<file path="src/hdl/lbc_pkg.sv">
`timescale 1ns / 1ps

package lbc_pkg;

  typedef enum logic [3:0] {
    FUNC_TICK       = 4'd0,
    FUNC_ACTIVATE   = 4'd1,
    FUNC_DEACTIVATE = 4'd2,
    FUNC_ON         = 4'd3,
    FUNC_OFF        = 4'd4,
    FUNC_TOGGLE     = 4'd5,
    FUNC_SLOW       = 4'd6,
    FUNC_FAST       = 4'd7,
    FUNC_STOP       = 4'd8
  } func_t;

  typedef enum logic [1:0] {
    MODE_INACTIVE = 2'd0,
    MODE_OFF      = 2'd1,
    MODE_ON       = 2'd2,
    MODE_BLINK    = 2'd3
  } mode_t;

  typedef enum logic [2:0] {
    EV_NONE       = 3'd0,
    EV_ACTIVATE   = 3'd1,
    EV_DEACTIVATE = 3'd2,
    EV_ON         = 3'd3,
    EV_OFF        = 3'd4,
    EV_SLOW       = 3'd5,
    EV_FAST       = 3'd6,
    EV_END        = 3'd7
  } ev_kind_t;

  localparam logic REG_SLOW = 1'b0;
  localparam logic REG_FAST = 1'b1;

  localparam logic [15:0] SLOW_RESET = 16'd500;
  localparam logic [15:0] FAST_RESET = 16'd125;

  typedef struct packed {
    logic        led_level;
    mode_t       led_mode;
    ev_kind_t    event_kind;
    logic [14:0] event_data;
    logic        last;
  } result_t;

  // One accepted item yields first, and second as well when two is set.
  typedef struct packed {
    logic    two;
    result_t first;
    result_t second;
  } step_t;

endpackage

</file>
<file path="src/hdl/lbc_fsm.sv">
`timescale 1ns / 1ps

module lbc_fsm import lbc_pkg::*; #(
  parameter int COUNT_BITS = 16
) (
  input  logic        clk,
  input  logic        rst,
  input  logic        valid,
  input  logic [3:0]  func,
  input  logic        blink_finite,
  input  logic [14:0] blink_count,
  input  logic [15:0] slow_interval_ms,
  input  logic [15:0] fast_interval_ms,
  output step_t       step
);

  localparam int CmpW = (COUNT_BITS > 16) ? COUNT_BITS : 16;

  mode_t                 mode, mode_next;
  logic                  mode_before_blink, mode_before_blink_next;
  logic                  level, level_next;
  logic                  blink_fast, blink_fast_next;
  logic                  blink_is_finite, blink_is_finite_next;
  logic [COUNT_BITS-1:0] toggle_count, toggle_count_next;
  logic [14:0]           blink_target, blink_target_next;
  logic [15:0]           ticks_since_toggle, ticks_since_toggle_next;

  logic [15:0]     interval;
  logic [16:0]     tick_inc;
  logic [CmpW-1:0] tog_w;
  logic [CmpW-1:0] tgt_w;
  logic [CmpW-1:0] half_w;
  logic [14:0]     half;
  logic            end_hit;
  logic            go_fast;
  logic            go_on;
  mode_t           go_mode;
  ev_kind_t        kind;
  logic [14:0]     data;
  logic            two;

  assign interval = blink_fast ? fast_interval_ms : slow_interval_ms;
  assign tick_inc = {1'b0, ticks_since_toggle} + 17'd1;
  assign tog_w    = CmpW'(toggle_count);
  assign tgt_w    = CmpW'({blink_target, 1'b0});
  assign half_w   = tog_w >> 1;
  assign half     = half_w[14:0];
  assign end_hit  = blink_is_finite && (tog_w == tgt_w);
  assign go_fast  = (func_t'(func) == FUNC_FAST);
  assign go_on    = (func_t'(func) == FUNC_ON);
  assign go_mode  = go_on ? MODE_ON : MODE_OFF;

  always_comb begin
    mode_next               = mode;
    mode_before_blink_next  = mode_before_blink;
    level_next              = level;
    blink_fast_next         = blink_fast;
    blink_is_finite_next    = blink_is_finite;
    toggle_count_next       = toggle_count;
    blink_target_next       = blink_target;
    ticks_since_toggle_next = ticks_since_toggle;
    kind                    = EV_NONE;
    data                    = '0;
    two                     = 1'b0;

    unique case (func_t'(func))
      FUNC_TICK: begin
        if (mode == MODE_BLINK) begin
          if (tick_inc > {1'b0, interval}) begin
            if (end_hit) begin
              mode_next  = mode_before_blink ? MODE_ON : MODE_OFF;
              level_next = mode_before_blink;
              kind       = EV_END;
              data       = half;
            end else begin
              level_next              = ~level;
              toggle_count_next       = toggle_count + COUNT_BITS'(1);
              ticks_since_toggle_next = '0;
            end
          end else begin
            ticks_since_toggle_next = tick_inc[16] ? 16'hFFFF : tick_inc[15:0];
          end
        end
      end
      FUNC_ACTIVATE: begin
        if (mode == MODE_INACTIVE) begin
          mode_next  = MODE_OFF;
          level_next = 1'b0;
          kind       = EV_ACTIVATE;
        end
      end
      FUNC_DEACTIVATE: begin
        if (mode != MODE_INACTIVE) begin
          mode_next  = MODE_INACTIVE;
          level_next = 1'b0;
          kind       = EV_DEACTIVATE;
        end
      end
      FUNC_ON, FUNC_OFF: begin
        if (mode == MODE_BLINK) begin
          // end the blink first, then report the new level
          two        = 1'b1;
          mode_next  = go_mode;
          level_next = go_on;
          kind       = go_on ? EV_ON : EV_OFF;
        end else if (mode != MODE_INACTIVE && mode != go_mode) begin
          mode_next  = go_mode;
          level_next = go_on;
          kind       = go_on ? EV_ON : EV_OFF;
        end
      end
      FUNC_TOGGLE: begin
        if (mode == MODE_OFF) begin
          mode_next  = MODE_ON;
          level_next = 1'b1;
          kind       = EV_ON;
        end else if (mode == MODE_ON) begin
          mode_next  = MODE_OFF;
          level_next = 1'b0;
          kind       = EV_OFF;
        end
      end
      FUNC_SLOW, FUNC_FAST: begin
        if (mode == MODE_OFF || mode == MODE_ON) begin
          mode_before_blink_next  = (mode == MODE_ON);
          level_next              = 1'b0;
          blink_fast_next         = go_fast;
          blink_is_finite_next    = blink_finite;
          toggle_count_next       = '0;
          blink_target_next       = blink_finite ? blink_count : 15'd0;
          ticks_since_toggle_next = '0;
          mode_next               = MODE_BLINK;
          kind                    = go_fast ? EV_FAST : EV_SLOW;
          data                    = blink_finite ? blink_count : 15'd0;
        end else if (mode == MODE_BLINK && !blink_finite && !blink_is_finite &&
                     blink_fast != go_fast) begin
          // speed change of an endless blink
          blink_fast_next = go_fast;
          kind            = go_fast ? EV_FAST : EV_SLOW;
        end
      end
      FUNC_STOP: begin
        if (mode == MODE_BLINK) begin
          mode_next  = mode_before_blink ? MODE_ON : MODE_OFF;
          level_next = mode_before_blink;
          kind       = EV_END;
          data       = half;
        end
      end
      default: begin
      end
    endcase

    step.two = two;
    if (two) begin
      step.first = '{led_level: level_next, led_mode: mode_next, event_kind: EV_END,
                     event_data: half, last: 1'b0};
    end else begin
      step.first = '{led_level: level_next, led_mode: mode_next, event_kind: kind,
                     event_data: data, last: 1'b1};
    end
    step.second = '{led_level: level_next, led_mode: mode_next, event_kind: kind,
                    event_data: data, last: 1'b1};
  end

  always_ff @(posedge clk) begin
    if (rst) begin
      mode               <= MODE_OFF;
      mode_before_blink  <= 1'b0;
      level              <= 1'b0;
      blink_fast         <= 1'b0;
      blink_is_finite    <= 1'b0;
      toggle_count       <= '0;
      blink_target       <= '0;
      ticks_since_toggle <= '0;
    end else if (valid) begin
      mode               <= mode_next;
      mode_before_blink  <= mode_before_blink_next;
      level              <= level_next;
      blink_fast         <= blink_fast_next;
      blink_is_finite    <= blink_is_finite_next;
      toggle_count       <= toggle_count_next;
      blink_target       <= blink_target_next;
      ticks_since_toggle <= ticks_since_toggle_next;
    end
  end

endmodule

</file>
<file path="src/hdl/lbc_queue.sv">
`timescale 1ns / 1ps

module lbc_queue import lbc_pkg::*; (
  input  logic    clk,
  input  logic    rst,
  input  logic    push,
  input  step_t   step,
  input  logic    pop,
  output result_t head,
  output logic    not_empty,
  output logic    room
);

  result_t     entries [4];
  logic [1:0]  wr_ptr;
  logic [1:0]  rd_ptr;
  logic [2:0]  count;
  logic [2:0]  count_next;
  logic [2:0]  n_push;

  assign n_push     = push ? (step.two ? 3'd2 : 3'd1) : 3'd0;
  assign count_next = count + n_push - {2'b00, pop};
  assign head       = entries[rd_ptr];
  assign not_empty  = (count != 3'd0);
  // room for the worst case of two results from one item
  assign room       = (count <= 3'd2);

  always_ff @(posedge clk) begin
    if (push) begin
      entries[wr_ptr] <= step.first;
      if (step.two) begin
        entries[wr_ptr + 2'd1] <= step.second;
      end
    end
  end

  always_ff @(posedge clk) begin
    if (rst) begin
      wr_ptr <= '0;
      rd_ptr <= '0;
      count  <= '0;
    end else begin
      wr_ptr <= wr_ptr + n_push[1:0];
      rd_ptr <= rd_ptr + {1'b0, pop};
      count  <= count_next;
    end
  end

endmodule

</file>
<file path="src/hdl/led_blink_controller_core.sv">
`timescale 1ns / 1ps

// Channel   Dir  Contents
// s_*       in   tdata: blink_count[14:0]; tuser: func[3:0], blink_finite[4]
// m_*       out  tdata: led_level[0], led_mode[2:1], event_data[17:3]
//                tuser: event_kind; tlast: last result of an item
// APB       in   0x0 slow_interval_ms, 0x4 fast_interval_ms (bits 15:0)
//
// One item per cycle while the queue has room: the state update and the result are worked out in a
// single pass and written into a four-entry result queue.
// On or off during a blink puts two results in the queue, which then takes
// two output transfers.
// s_tready is high while the queue has room for two results.
// Reset is synchronous; state returns to off, queue empties.

module led_blink_controller_core import lbc_pkg::*; #(
  parameter int COUNT_BITS = 16
) (
  input  logic        clk,
  input  logic        rst,
  input  logic        s_tvalid,
  output logic        s_tready,
  input  logic [15:0] s_tdata,   // blink_count[14:0], zero pad[15]
  input  logic [4:0]  s_tuser,   // func[3:0], blink_finite[4]
  output logic        m_tvalid,
  input  logic        m_tready,
  output logic [23:0] m_tdata,   // led_level[0], led_mode[2:1], event_data[17:3], pad
  output logic [2:0]  m_tuser,   // event_kind[2:0]
  output logic        m_tlast,
  input  logic        psel,
  input  logic        penable,
  input  logic        pwrite,
  input  logic [2:0]  paddr,
  input  logic [31:0] pwdata,
  output logic [31:0] prdata,
  output logic        pready
);

  logic [15:0] slow_interval_ms;
  logic [15:0] fast_interval_ms;
  logic        cfg_write;
  logic        in_xfer;
  logic        out_xfer;
  step_t       step;
  result_t     head;
  logic        room;

  assign pready    = 1'b1;
  assign cfg_write = psel && penable && pwrite && pready;
  assign prdata    = {16'd0, (paddr[2] == REG_FAST) ? fast_interval_ms : slow_interval_ms};

  always_ff @(posedge clk) begin
    if (rst) begin
      slow_interval_ms <= SLOW_RESET;
      fast_interval_ms <= FAST_RESET;
    end else if (cfg_write) begin
      if (paddr[2] == REG_SLOW) begin
        slow_interval_ms <= pwdata[15:0];
      end else begin
        fast_interval_ms <= pwdata[15:0];
      end
    end
  end

  assign s_tready = room;
  assign in_xfer  = s_tvalid && s_tready;
  assign out_xfer = m_tvalid && m_tready;

  lbc_fsm #(
    .COUNT_BITS (COUNT_BITS)
  ) u_fsm (
    .clk              (clk),
    .rst              (rst),
    .valid            (in_xfer),
    .func             (s_tuser[3:0]),
    .blink_finite     (s_tuser[4]),
    .blink_count      (s_tdata[14:0]),
    .slow_interval_ms (slow_interval_ms),
    .fast_interval_ms (fast_interval_ms),
    .step             (step)
  );

  lbc_queue u_queue (
    .clk       (clk),
    .rst       (rst),
    .push      (in_xfer),
    .step      (step),
    .pop       (out_xfer),
    .head      (head),
    .not_empty (m_tvalid),
    .room      (room)
  );

  assign m_tdata = {6'd0, head.event_data, head.led_mode, head.led_level};
  assign m_tuser = head.event_kind;
  assign m_tlast = head.last;

endmodule

</file>
<file path="config.mk">
export PLATFORM = sky130hd
export DESIGN_NAME = led_blink_controller_core
export DESIGN_NICKNAME = d
export VERILOG_FILES = /design/src/hdl/lbc_pkg.sv /design/src/hdl/lbc_fsm.sv /design/src/hdl/lbc_queue.sv /design/src/hdl/led_blink_controller_core.sv
export SDC_FILE = /design/constraint.sdc
export NUM_CORES = 1
export LEC_CHECK = 0
export BUFFER_PORTS_ARGS = -buffer_cell sky130_fd_sc_hd__buf_2
export CORE_MARGIN = 2
export CORE_UTILIZATION = 40
export CTS_BUF_LIST = sky130_fd_sc_hd__clkbuf_2
export CTS_CLUSTER_SIZE = 28
export DETAILED_ROUTE_END_ITERATION = 8
export GPL_TIMING_DRIVEN = 0
export HOLD_SLACK_MARGIN = 0.05
export SLEW_MARGIN = 20
export SYNTH_ARGS = -nofsm -noshare
export SYNTH_HDL_FRONTEND = slang
export SYNTH_SLANG_ARGS = --single-unit
</file>
<file path="constraint.sdc">
create_clock -name clk -period 3.6 [get_ports clk]
set_input_delay 0.54 -clock clk [delete_from_list [all_inputs] [get_ports clk]]
set_output_delay 0.54 -clock clk [all_outputs]
set_load 0.01 [all_outputs]
</file>
==> metrics.md <==
| Metric | Value |
|---|---|
| Clock sink count | 180 |
| Clk_lat worst skew | 0.81 ns |
| CP max stage cell | dfxtp_4 |
| Reg area | 0.00446 mm2 |
| First-pass GRT wire length | 42400 um |
| Worst Path Arrival | 4.10 ns |
| Final WL | 26600 um |
| Chip width | 161 um |
| Final Setup Violations | 0 |
| Final hold violation count | 0 |
| Core area | 0.0243 mm2 |
| Non-Filler Instances | 1529 |
| Crit-path cells | ha_4 > nand3_4 > nor2_1 > nand3_1 > xnor2_1 > ha_1 > nand4_1 > a31oi_4 > nor2_2 > nand3_4 > a31oi_4 > o21ai_1 > maj3_1 > and2_1 |
| Clk buf depth | 2 |
| Multi-input logic area | 0.00521 mm2 |
| Leak Pwr | 4.19 nW |
| GR Util All Layers | 20.6% |
| Port-buffer cells | 81 |
| Layout cells sized above 1 | 21.1% |
| Synth top area cells | edfxtp_1 (25%), dfxtp_1 (19%), a21oi_1 (5.9%), nand2_1 (5.1%), mux4_2 (5.0%) |
| Fin crit share | 96.1% |
| Ports | 126 |
| Max Clk Rate | 289 MHz |
| CP endpoint kind | flop |
| Xor/xnor share of the synthesized area | 4.16% |
| Total CTS buffers | 17 |
| Grt ovf | 0 |
| Area Overhead vs Synth | 17.5% |
| Mapped Cells | 1032 |
| Seq/Total Area, Yosys | 44.9% |
| Number of buffers and inverters on the critical path | 0 |
| Critical R2R Launch | u_fsm.ticks_since_toggle[0] |
| Mapped cell area | 0.00990 mm2 |
| Die Area | 0.0260 mm2 |
| Drt initial violations | 609 |
| Starting density of the core | 40.7% |
| Root Driver | clkbuf_2 |
| Crit Path Max Fanout | 9 |
| Dpl cells | 1458 |
| Nets | 1285 |
| Max_cap viols | 0 |
| CTS clk-pin slew, worst paths | 0.34 ns |
| CP startpoint kind | flop |
| TritonRoute pass-1 iters | 5 |
| Worst EP required | 4.24 ns |
| Via Count | 8213 |
| Hold Startpoint | penable |
| Clk_skew | 0.0570 ns |
| Setup ws final | 0.140 ns |
| Largest net degree at the start of global routing | 23 |
| Predominant post-synthesis flop cell | dfxtp_1 |
| Max-Slew Margin vs Limit | 33.0% |
| Unique masters post-synth | 78 |
| DP Worst Slack | -0.650 ns |
| Adder-Cell Fraction of Synth Area | 4.09% |
| Post-Synth Simple-Gate Area | 19.7% |
| WS Path Type | flop to flop |
| Status | finished, final reports clean |
| FFs w/ async S/R, synth | 0% |
| Row cnt | 57 |
| CTS tree | built |
| Maximum vdd drop | 0.236 mV |
| Multiplexer share of the synthesized area | 8.75% |
| Post-Syn Area per Cell | 9.60 um2 |
| DR DRC count | 0 |
| Initial antenna violation count | 1 |
| Worst-margin pin slew | 1.00 ns |
| CP max stage delay | 0.46 ns |
| Cell family with most CP delay | simple AND/OR/NAND/NOR gates |
| Synth top area share | 25.5% |
| Detail Route Antenna Nets | 0 |
| Synth Area in Compound Gates | 13.2% |
| Yosys warning count | 0 |
| Final setup TNS | 0 ns |
| GPL Wtd Cong | 0.909 |
| Most frequent cells in the layout | nand2_1 (135), a21oi_1 (111), buf_2 (89), dfxtp_1 (89), edfxtp_1 (84) |
| Tmin final | 3.46 ns |
| Filler cells | 2338 |
| EDFF count, synth | 84 |
| Synthesis-stage register bit count | 180 |
| Hold WS | 0.192 ns |
| Area leader, netlist | edfxtp_1 |
| Vias in the first global route | 7973 |
| Max-slew violation count | 0 |
| Largest family of logic cells by synthesized area | simple AND/OR/NAND/NOR gates |
| Routed WL per cell | 17.4 um |
| Worst hold path class | input pin to flop |
| Die height | 161 um |
| Commonest non-fill, non-tap cell in the layout | nand2_1 |
| P per Cell Area | 413 mW/mm2 |
| Via/cell ratio | 5.37 |
| H-tree depth | 4 |
| Worst setup path startpoint | u_fsm.ticks_since_toggle[0] |
| Post-DP HPWL | 19100 um |
[layout make-up]
cell class | instances | area share [%]
Antenna cell | 1 | 0.0215
Tap cell | 324 | 3.48
Inverter | 20 | 0.645
Timing Repair Buffer | 121 | 6.73
Clock buffer | 17 | 0.731
Sequential cell | 180 | 38.3
Multi-Input combinational cell | 767 | 44.8
Buffer | 84 | 3.78
Clock inverter | 15 | 1.47
[tightest hold or removal path, cell delays in order]
cell and delay, ns:
buf_2 0.10, nand3_1 0.09, nor2_1 0.12, nand2_1 0.09, a21oi_1 0.05
[Yosys cell counts (18+ instances only)]
library cell	number
nand2_1	135
nand3_1	53
nand4_1	20
o21ai_0	45
xnor2_1	40
mux4_2	22
clkbuf_1	43
nor3_1	19
inv_1	20
ha_1	30
mux2i_1	18
nor2_1	70
buf_4	25
edfxtp_1	84
dfxtp_1	96
a21oi_1	116
[timing repair]
action                                  4_1_cts  5_1_grt
hold buffers                                 31        0
endpoints found under the hold margin        47        0
buffers inserted                              7        2
endpoints found under the setup margin      119      133
resized for setup                            20       32
pin swaps                                     5        7
[final timing paths]
kind                                 end  slack [ns]  cells past startpoint
setup / recovery  u_queue.entries[1][18]        0.14                     14
hold reg to reg     slow_interval_ms[14]        0.49                      2
setup reg to reg  u_queue.entries[1][18]        0.14                     14
hold / removal      fast_interval_ms[15]        0.19                      5
[flip-flops by register name (all words and copies together) (netlist names)]
signal                    cells
u_queue.count                 3
u_fsm.tog_w                  16
u_fsm.mode                    2
u_fsm.mode_before_blink       1
u_fsm.level                   1
fast_interval_ms             16
u_queue.entries              88
slow_interval_ms             16
u_fsm.blink_fast              1
u_fsm.ticks_since_toggle     16
u_fsm.blink_target           15
u_queue.wr_ptr                2
u_fsm.blink_is_finite         1
u_queue.rd_ptr                2
[where the power goes]
group	switching, mW	total [mW]	internal (mW)
clock	0.867	1.11	0.242
combinational	0.739	1.29	0.550
sequential	0.0794	2.41	2.33
total	1.69	4.81	3.12
[logic make-up (layout without fill, tap and decap cells)]
kind of cell	count (synthesis)	count (layout)
flops	180	180
mux	57	57
simple gates	384	384
xor+xnor	47	47
compound gates	224	224
fa+ha+maj	32	32
other cells	2	24
buf+inv	106	257
[routing by layer]
metal  share of wire, %  GRT usage [%]  wire (um)
met1                 44           27.0      11700
met3                5.4           3.90       1440
met5                  0              0          0
met2                 48           34.4      12800
met4                2.3           6.53        618
[metrics by stage]
| step | instance area, um2 | utilization (%) | total power [mW] |
|---|---|---|---|
| detailed placement | 10800 | 44.4 | 3.70 |
| global placement | 10800 | 44.4 | 3.68 |
| finish | 11600 | 47.8 | 4.81 |
| floorplan | 9980 | - | 3.28 |
| global route | 11600 | 47.8 | 5.06 |
| CTS | 11500 | 47.3 | 4.82 |
Note: power is estimated with default switching activity, not from simulation.
